==> src/rtl/lfpd_pkg.sv <==
// Package for the line-follow PID drive core: widths, register map, reset values and types.
// No dependencies; every RTL file imports it.
`default_nettype none

package lfpd_pkg;

    // Sample and gain format
    localparam int SAMPLE_BITS    = 12;
    localparam int GAIN_FRAC_BITS = 8;

    // Fixed field widths
    localparam int GAIN_W  = 12;
    localparam int LIM_W   = 12;
    localparam int SPEED_W = 12;
    localparam int DUTY_W  = 12;

    // Datapath widths
    localparam int ERR_W   = SAMPLE_BITS + 1;
    localparam int INT_W   = ((SAMPLE_BITS > LIM_W) ? SAMPLE_BITS : LIM_W) + 1;
    localparam int ACC_W   = INT_W + 1;
    localparam int PROD_W  = GAIN_W + 1 + ACC_W;
    localparam int SUM_W   = PROD_W + 2;
    localparam int BASE_W  = SPEED_W + GAIN_FRAC_BITS;
    localparam int DRV_W   = ((SUM_W > BASE_W + 1) ? SUM_W : BASE_W + 1) + 1;
    localparam int WHOLE_W = DRV_W - GAIN_FRAC_BITS;

    // Stream payload widths, padded to whole bytes
    localparam int IN_RAW_W    = 2 * SAMPLE_BITS + SPEED_W;
    localparam int IN_TDATA_W  = ((IN_RAW_W + 7) / 8) * 8;
    localparam int OUT_RAW_W   = 4 * DUTY_W;
    localparam int OUT_TDATA_W = ((OUT_RAW_W + 7) / 8) * 8;

    // Configuration port
    localparam int ADDR_W = 5;
    localparam int DATA_W = 32;

    typedef enum logic [2:0] {
        REG_FWD_PROP  = 3'd0,
        REG_FWD_INT   = 3'd1,
        REG_FWD_DERIV = 3'd2,
        REG_REV_PROP  = 3'd3,
        REG_REV_INT   = 3'd4,
        REG_REV_DERIV = 3'd5,
        REG_INT_LIMIT = 3'd6
    } reg_idx_t;

    localparam logic [GAIN_W-1:0] FWD_PROP_RST  = GAIN_W'(154);
    localparam logic [GAIN_W-1:0] FWD_INT_RST   = GAIN_W'(64);
    localparam logic [GAIN_W-1:0] FWD_DERIV_RST = GAIN_W'(38);
    localparam logic [GAIN_W-1:0] REV_PROP_RST  = GAIN_W'(307);
    localparam logic [GAIN_W-1:0] REV_INT_RST   = GAIN_W'(0);
    localparam logic [GAIN_W-1:0] REV_DERIV_RST = GAIN_W'(77);
    localparam logic [LIM_W-1:0]  INT_LIMIT_RST = LIM_W'(1000);

    typedef struct packed {
        logic [GAIN_W-1:0] prop;
        logic [GAIN_W-1:0] integ;
        logic [GAIN_W-1:0] deriv;
    } gain_set_t;

    typedef struct packed {
        logic [SAMPLE_BITS-1:0] left_sample;
        logic [SAMPLE_BITS-1:0] right_sample;
        logic [SPEED_W-1:0]     top_speed;
        logic                   go_forward;
    } item_t;

    typedef struct packed {
        logic [DUTY_W-1:0] left_fwd_duty;
        logic [DUTY_W-1:0] left_rev_duty;
        logic [DUTY_W-1:0] right_fwd_duty;
        logic [DUTY_W-1:0] right_rev_duty;
    } duty_t;

    typedef struct packed {
        logic signed [INT_W-1:0] integral;
        logic signed [ERR_W-1:0] last_error;
    } pid_state_t;

endpackage

`default_nettype wire

==> src/rtl/lfpd_law.sv <==
// Control law for the line-follow PID drive: error, integral, derivative, gain products,
// duty clamping and direction routing. Purely combinational. Depends on lfpd_pkg.
`default_nettype none

module lfpd_law (
    input  wire lfpd_pkg::item_t       item,
    input  wire lfpd_pkg::gain_set_t   fwd_gains,
    input  wire lfpd_pkg::gain_set_t   rev_gains,
    input  wire [lfpd_pkg::LIM_W-1:0]  int_limit,
    input  wire lfpd_pkg::pid_state_t  state,
    output lfpd_pkg::duty_t            duty,
    output lfpd_pkg::pid_state_t       state_next
);
    import lfpd_pkg::*;

    // Drop the fraction of a positive drive and clamp it to 0..speed
    function automatic logic [DUTY_W-1:0] drive_to_duty(
        input logic signed [DRV_W-1:0] scaled,
        input logic [SPEED_W-1:0]      speed
    );
        logic [WHOLE_W-1:0] whole;
        logic [DUTY_W-1:0]  res;
        whole = scaled[DRV_W-1:GAIN_FRAC_BITS];
        if (scaled <= 0) begin
            res = '0;
        end else if (whole > WHOLE_W'(speed)) begin
            res = DUTY_W'(speed);
        end else begin
            res = whole[DUTY_W-1:0];
        end
        return res;
    endfunction

    gain_set_t               gains;
    logic signed [ERR_W-1:0]  err;
    logic signed [ACC_W-1:0]  integ;
    logic signed [ACC_W-1:0]  deriv;
    logic signed [ACC_W-1:0]  lim_pos;
    logic signed [ACC_W-1:0]  lim_neg;
    logic signed [ACC_W-1:0]  integ_sat;
    logic signed [PROD_W-1:0] p_term;
    logic signed [PROD_W-1:0] i_term;
    logic signed [PROD_W-1:0] d_term;
    logic signed [SUM_W-1:0]  pid_sum;
    logic signed [DRV_W-1:0]  base;
    logic signed [DRV_W-1:0]  left_drv;
    logic signed [DRV_W-1:0]  right_drv;
    logic [DUTY_W-1:0]        left_duty;
    logic [DUTY_W-1:0]        right_duty;

    assign gains = item.go_forward ? fwd_gains : rev_gains;

    assign err   = $signed({1'b0, item.left_sample}) - $signed({1'b0, item.right_sample});
    assign integ = ACC_W'(state.integral) + ACC_W'(err);
    assign deriv = ACC_W'(err) - ACC_W'(state.last_error);

    // Gains are unsigned; a zero top bit keeps them positive in the signed product
    assign p_term = PROD_W'($signed({1'b0, gains.prop}))  * PROD_W'(err);
    assign i_term = PROD_W'($signed({1'b0, gains.integ})) * PROD_W'(integ);
    assign d_term = PROD_W'($signed({1'b0, gains.deriv})) * PROD_W'(deriv);

    assign pid_sum = SUM_W'(p_term) + SUM_W'(i_term) + SUM_W'(d_term);

    // Output above uses the unsaturated integral; only the stored copy is clamped
    assign lim_pos = ACC_W'($signed({1'b0, int_limit}));
    assign lim_neg = -lim_pos;

    always_comb begin
        if (integ > lim_pos) begin
            integ_sat = lim_pos;
        end else if (integ < lim_neg) begin
            integ_sat = lim_neg;
        end else begin
            integ_sat = integ;
        end
    end

    assign state_next.integral   = integ_sat[INT_W-1:0];
    assign state_next.last_error = err;

    assign base      = DRV_W'($signed({1'b0, item.top_speed, {GAIN_FRAC_BITS{1'b0}}}));
    assign left_drv  = base - DRV_W'(pid_sum);
    assign right_drv = base + DRV_W'(pid_sum);

    assign left_duty  = drive_to_duty(left_drv, item.top_speed);
    assign right_duty = drive_to_duty(right_drv, item.top_speed);

    assign duty.left_fwd_duty  = item.go_forward ? left_duty  : '0;
    assign duty.left_rev_duty  = item.go_forward ? '0 : left_duty;
    assign duty.right_fwd_duty = item.go_forward ? right_duty : '0;
    assign duty.right_rev_duty = item.go_forward ? '0 : right_duty;

endmodule

`default_nettype wire

==> src/rtl/line_follow_pid_drive_core.sv <==
// Line-follow PID drive core: sample pair in, four motor PWM duties out.
// Pipeline from input transfer to result valid: input register, then result register.
// Throughput: one item per cycle unless m_tready stalls; the control law sits in one combinational step between them.
// The input stage advances whenever the result register is empty or being drained.
// Reset (aresetn low, synchronous) empties both stages, zeroes integral and last error,
// and loads the default gain set and integral limit. Depends on lfpd_pkg and lfpd_law.
`default_nettype none

module line_follow_pid_drive_core (
    input  wire                                   aclk,
    input  wire                                   aresetn,

    // Input stream
    input  wire                                   s_tvalid,
    output logic                                  s_tready,
    // [11:0] left_sample, [23:12] right_sample, [35:24] top_speed, rest zero
    input  wire [lfpd_pkg::IN_TDATA_W-1:0]        s_tdata,
    // [0] go_forward
    input  wire                                   s_tuser,

    // Result stream
    output logic                                  m_tvalid,
    input  wire                                   m_tready,
    // [11:0] left_fwd_duty, [23:12] left_rev_duty, [35:24] right_fwd_duty,
    // [47:36] right_rev_duty
    output logic [lfpd_pkg::OUT_TDATA_W-1:0]      m_tdata,

    // Configuration port
    input  wire                                   psel,
    input  wire                                   penable,
    input  wire                                   pwrite,
    input  wire [lfpd_pkg::ADDR_W-1:0]            paddr,
    input  wire [lfpd_pkg::DATA_W-1:0]            pwdata,
    output logic [lfpd_pkg::DATA_W-1:0]           prdata,
    output logic                                  pready
);
    import lfpd_pkg::*;

    // ---------------------------------------------------------------
    // Configuration registers
    // ---------------------------------------------------------------
    gain_set_t          fwd_gains_reg;
    gain_set_t          rev_gains_reg;
    logic [LIM_W-1:0]   int_limit_reg;
    reg_idx_t           cfg_idx;
    logic               cfg_write;

    assign pready    = 1'b1;
    assign cfg_idx   = reg_idx_t'(paddr[4:2]);
    assign cfg_write = psel && penable && pwrite && pready;

    always_ff @(posedge aclk) begin
        if (!aresetn) begin
            fwd_gains_reg <= '{prop: FWD_PROP_RST, integ: FWD_INT_RST, deriv: FWD_DERIV_RST};
            rev_gains_reg <= '{prop: REV_PROP_RST, integ: REV_INT_RST, deriv: REV_DERIV_RST};
            int_limit_reg <= INT_LIMIT_RST;
        end else if (cfg_write) begin
            unique case (cfg_idx)
                REG_FWD_PROP:  fwd_gains_reg.prop  <= pwdata[GAIN_W-1:0];
                REG_FWD_INT:   fwd_gains_reg.integ <= pwdata[GAIN_W-1:0];
                REG_FWD_DERIV: fwd_gains_reg.deriv <= pwdata[GAIN_W-1:0];
                REG_REV_PROP:  rev_gains_reg.prop  <= pwdata[GAIN_W-1:0];
                REG_REV_INT:   rev_gains_reg.integ <= pwdata[GAIN_W-1:0];
                REG_REV_DERIV: rev_gains_reg.deriv <= pwdata[GAIN_W-1:0];
                REG_INT_LIMIT: int_limit_reg       <= pwdata[LIM_W-1:0];
                default: ;  // unmapped address: write dropped
            endcase
        end
    end

    always_comb begin
        unique case (cfg_idx)
            REG_FWD_PROP:  prdata = DATA_W'(fwd_gains_reg.prop);
            REG_FWD_INT:   prdata = DATA_W'(fwd_gains_reg.integ);
            REG_FWD_DERIV: prdata = DATA_W'(fwd_gains_reg.deriv);
            REG_REV_PROP:  prdata = DATA_W'(rev_gains_reg.prop);
            REG_REV_INT:   prdata = DATA_W'(rev_gains_reg.integ);
            REG_REV_DERIV: prdata = DATA_W'(rev_gains_reg.deriv);
            REG_INT_LIMIT: prdata = DATA_W'(int_limit_reg);
            default:       prdata = '0;
        endcase
    end

    // ---------------------------------------------------------------
    // Pipeline handshake
    // in stage -> law -> result register. The in stage takes a new transfer
    // when empty or when its item moves on in the same cycle.
    // ---------------------------------------------------------------
    logic       in_valid_reg;
    item_t      in_reg;
    item_t      in_next;
    logic       m_valid_reg;
    duty_t      out_reg;
    duty_t      law_duty;
    pid_state_t state_reg;
    pid_state_t state_next;
    logic       s_xfer;
    logic       advance;

    assign advance  = in_valid_reg && (!m_valid_reg || m_tready);
    assign s_tready = !in_valid_reg || advance;
    assign s_xfer   = s_tvalid && s_tready;

    assign in_next.left_sample  = s_tdata[SAMPLE_BITS-1:0];
    assign in_next.right_sample = s_tdata[2*SAMPLE_BITS-1:SAMPLE_BITS];
    assign in_next.top_speed    = s_tdata[2*SAMPLE_BITS+SPEED_W-1:2*SAMPLE_BITS];
    assign in_next.go_forward   = s_tuser;

    always_ff @(posedge aclk) begin
        if (!aresetn) begin
            in_valid_reg <= 1'b0;
        end else if (s_tready) begin
            in_valid_reg <= s_tvalid;
        end
    end

    always_ff @(posedge aclk) begin
        if (s_xfer) begin
            in_reg <= in_next;
        end
    end

    // ---------------------------------------------------------------
    // Control law; controller state steps once per item leaving the in stage
    // ---------------------------------------------------------------
    lfpd_law u_law (
        .item       (in_reg),
        .fwd_gains  (fwd_gains_reg),
        .rev_gains  (rev_gains_reg),
        .int_limit  (int_limit_reg),
        .state      (state_reg),
        .duty       (law_duty),
        .state_next (state_next)
    );

    always_ff @(posedge aclk) begin
        if (!aresetn) begin
            state_reg <= '0;
        end else if (advance) begin
            state_reg <= state_next;
        end
    end

    // ---------------------------------------------------------------
    // Result register
    // ---------------------------------------------------------------
    always_ff @(posedge aclk) begin
        if (!aresetn) begin
            m_valid_reg <= 1'b0;
        end else if (advance) begin
            m_valid_reg <= 1'b1;
        end else if (m_tready) begin
            m_valid_reg <= 1'b0;
        end
    end

    always_ff @(posedge aclk) begin
        if (advance) begin
            out_reg <= law_duty;
        end
    end

    assign m_tvalid = m_valid_reg;
    assign m_tdata  = OUT_TDATA_W'({out_reg.right_rev_duty, out_reg.right_fwd_duty,
                                    out_reg.left_rev_duty,  out_reg.left_fwd_duty});

    // ---------------------------------------------------------------
    // Assertions
    // ---------------------------------------------------------------

    // Stored integral never leaves the limit in force when it was updated
    a_integral_bounded: assert property (@(posedge aclk) disable iff (!aresetn)
        advance |=> ($signed(state_reg.integral) <= $signed({1'b0, $past(int_limit_reg)}))
                 && ($signed(state_reg.integral) >= -$signed({1'b0, $past(int_limit_reg)})))
        else $error("stored integral outside limit");

    // Only one direction pair of a result carries drive
    a_one_direction: assert property (@(posedge aclk) disable iff (!aresetn)
        m_valid_reg |-> ((out_reg.left_rev_duty == '0) && (out_reg.right_rev_duty == '0))
                     || ((out_reg.left_fwd_duty == '0) && (out_reg.right_fwd_duty == '0)))
        else $error("both direction pairs driven");

    // A held item stays in the in stage until the result register frees up
    a_in_stage_holds: assert property (@(posedge aclk) disable iff (!aresetn)
        (in_valid_reg && !advance) |=> (in_valid_reg && $stable(in_reg)))
        else $error("stalled item lost from input stage");

    // Controller state moves only with an item
    a_state_steps: assert property (@(posedge aclk) disable iff (!aresetn)
        !advance |=> $stable(state_reg))
        else $error("controller state changed without an item");

endmodule

`default_nettype wire

==> config.mk <==
export PLATFORM = sky130hd
export DESIGN_NAME = line_follow_pid_drive_core
export DESIGN_NICKNAME = d
export VERILOG_FILES = /design/src/rtl/lfpd_pkg.sv /design/src/rtl/lfpd_law.sv /design/src/rtl/line_follow_pid_drive_core.sv
export SDC_FILE = /design/constraint.sdc
export NUM_CORES = 2
export LEC_CHECK = 0
export BUFFER_PORTS_ARGS = -buffer_cell sky130_fd_sc_hd__buf_2
export CAP_MARGIN = 20
export CELL_PAD_IN_SITES_DETAIL_PLACEMENT = 1
export CELL_PAD_IN_SITES_GLOBAL_PLACEMENT = 2
export CORE_ASPECT_RATIO = 0.5
export CORE_MARGIN = 1
export CORE_UTILIZATION = 44
export DETAILED_ROUTE_END_ITERATION = 10
export PLACE_DENSITY_LB_ADDON = 0.1
export RECOVER_POWER = 50
export SLEW_MARGIN = 0
export SYNTH_ARGS = -nofsm -noshare
export SYNTH_HDL_FRONTEND = slang
export SYNTH_SLANG_ARGS = --single-unit
==> constraint.sdc <==
create_clock -name aclk -period 32.5 [get_ports aclk]
set_input_delay 4.875 -clock aclk [delete_from_list [all_inputs] [get_ports aclk]]
set_output_delay 4.875 -clock aclk [all_outputs]
set_load 0.05 [all_outputs]
==> flow_summary.toml <==
[route]
viasPerCell = 5.42
wirelength_um = 113000
drc_errors = 0
wire_per_inst_um = 23.7
vias = 25700
first_pass_iters = 6
drt-initial-drc-count = 1396
ant_nets = 0

[sta]
fin_ws_ns = 16.43
tns_ns = 0
fin_crit_ns = 16.07
timing.fmax_mhz = 62.2
skew_ns = 0.0229
fin_crit_sh_pct = 49.4
setup_violations = 0
hold_viol = 0
slew_headroom_pct = -153
drv_slew = 134
rsz0062_at_grt = "false"
worst_pin_slew_ns = 3.79

[worst_setup_path]
crit_path_frequent_cell = "fa_1"
startpoint_type = "flip-flop"
arrival_ns = 16.30
slowest_stage = "a2111oi_0"
crit_fanout = 12
ff2ff_setup_slack_ns = 16.43
crit_type = "reg -> reg"
cp-end-kind = "flip-flop"
cp.required_ns = 32.73
critical_path.max_stage_delay_ns = 0.81

[global_routing]
overflow = 0
antenna_found_initial = 2
met2_usage_pct = 47.2
grt_busiest_layer = "met2"
grt_usage_pct = 30.7
met3_usage_pct = 7.04
grt_pass1_vias = 27800
grt_max_degree = 64
grt_pass1_wl_um = 172000
grt_use_met1_pct = 44.0

[synth]
ys_async_sr_fraction_pct = 0
synthDistinctLibCells = 98
ys_ff_latch = 197
post-synth-top-area-cell = "fa_1"
yosys_most_used_dff = "dfxtp_1"
postSynthAreaPerCell_um2 = 8.85
synth.top_cells.by_area = "fa_1 34%, ha_1 11%, inv_1 8.8%"
yosysTopAreaCellShare_pct = 33.7
synth_area_um2 = 32600
postSynthCellCount = 3688
synth_edf_count = 85
ys_seq_area_share_pct = 14.7
synth_commonest_cells = "761 x inv_1, 550 x fa_1, 495 x nand2_1"
yosysMostFrequentCell = "inv_1"
ys_warn_count = 0

[hold_path]
holdCritPathClass = "reg -> reg"

[cells_and_area]
largest_register_ffs = 48
nets = 4682
drive_above_1_share_pct = 6.21
area_growth_pct = 6.65
final_cells = 4740

[clock_network]
cts.sinks = 197
cts-root-buf = "clkbuf_16"
path_clk_slew_ns = 0.09
htreeDepth = 4
post-cts-setup-buffers = 0
max-clock-path-buffers = 2
ctsHoldBuffers = 0
cts_buffers = 17
ctsResizeCount = 0
clk_latency_ns = 0.51
cts_tree = "built"

[outcome]
violations = "capacitance limit, slew limit"
status = "finished, violations left"

[floorplanning]
start_util_pct = 44.6
fp.dieH_um = 195
fp-row-count = 70
die-area_um2 = 75300
fp.dieW_um = 387
ios = 168
core_region_area_um2 = 73200

[placement]
dp_slack_ns = 16.37
dp.cells = 4703
gp_congestion = 0.959
numPortBuffers = 120
dp_hpwl_um = 93800

[flow_run]
maxCapViolCount = 3
-- cells by family (layout without fill, tap and decap cells) --
| logic type | Yosys count | in the layout | share of synthesized area (%) |
|---|---|---|---|
| xor+xnor | 88 | 88 | 2.43 |
| buf+inv | 907 | 967 | 10.8 |
| mux | 106 | 106 | 3.60 |
| fa+ha+maj | 843 | 843 | 45.0 |
| other cells | 2 | 22 | 0.0230 |
| simple gates | 1087 | 1087 | 14.4 |
| compound gates | 458 | 458 | 9.05 |
| flops | 197 | 197 | 14.7 |
-- through the flow --
step,utilization (%),cell area [µm²],hold slack [ns]
after floorplan,-,32700,0.436
final,47.5,34800,0.458
after global routing,47.5,34800,0.482
after detailed placement,46.7,34200,0.451
after global placement,46.7,34200,0.443
after CTS,47.6,34800,0.463
-- worst max-delay path: cells and delay by family (launching register included) --
| kind | cells | cell delay [ns] |
|---|---|---|
| multiplexers | 1 | 0.60 |
| adder cells (fa/ha/maj) | 14 | 6.35 |
| buffers and inverters | 3 | 0.66 |
| AO/OA/AOI/OAI | 15 | 4.61 |
| flip-flops | 1 | 0.39 |
| XOR/XNOR | 3 | 1.28 |
| AND/OR/NAND/NOR | 12 | 1.89 |
-- routing by layer --
| layer | up-vias | wire, µm |
|---|---|---|
| met1 | 13300 | 53300 |
| met4 | 2 | 2400 |
| met3 | 120 | 8410 |
| met2 | 631 | 48400 |
| met5 | - | 13 |
| li1 | 11600 | - |
-- final cells by class --
class                   count  area (µm²)
inverters                 771        2890
multi-input cells        2603       24400
clock buffers              18         439
fillers                  8664       38400
well taps                 972        1220
flip-flops and latches    197        4790
clock inverters            14         176
repair buffers            164         865
diodes                      1        2.50
-- path summary, 6_finish.rpt --
path / start / end / cells after the start
hold / removal: state_reg[8] / state_reg[8] / 2
setup reg to reg: in_reg[13] / m_tdata[11] / 48
hold reg to reg: state_reg[8] / state_reg[8] / 2
setup / recovery: in_reg[13] / m_tdata[11] / 48
-- layout by cell type (no fill, tap or decap), drive strengths merged, types with 85 or more instances in the layout --
cell type	n
fa	550
buf	102
nand2	495
edfxtp	85
inv	774
ha	293
a21oi	182
dfxtp	112
o21ai	98
nor2	329
Power is left out: the tool's default activity adds up to more than one toggle a clock period on the data nets, which glitch-free logic cannot reach.
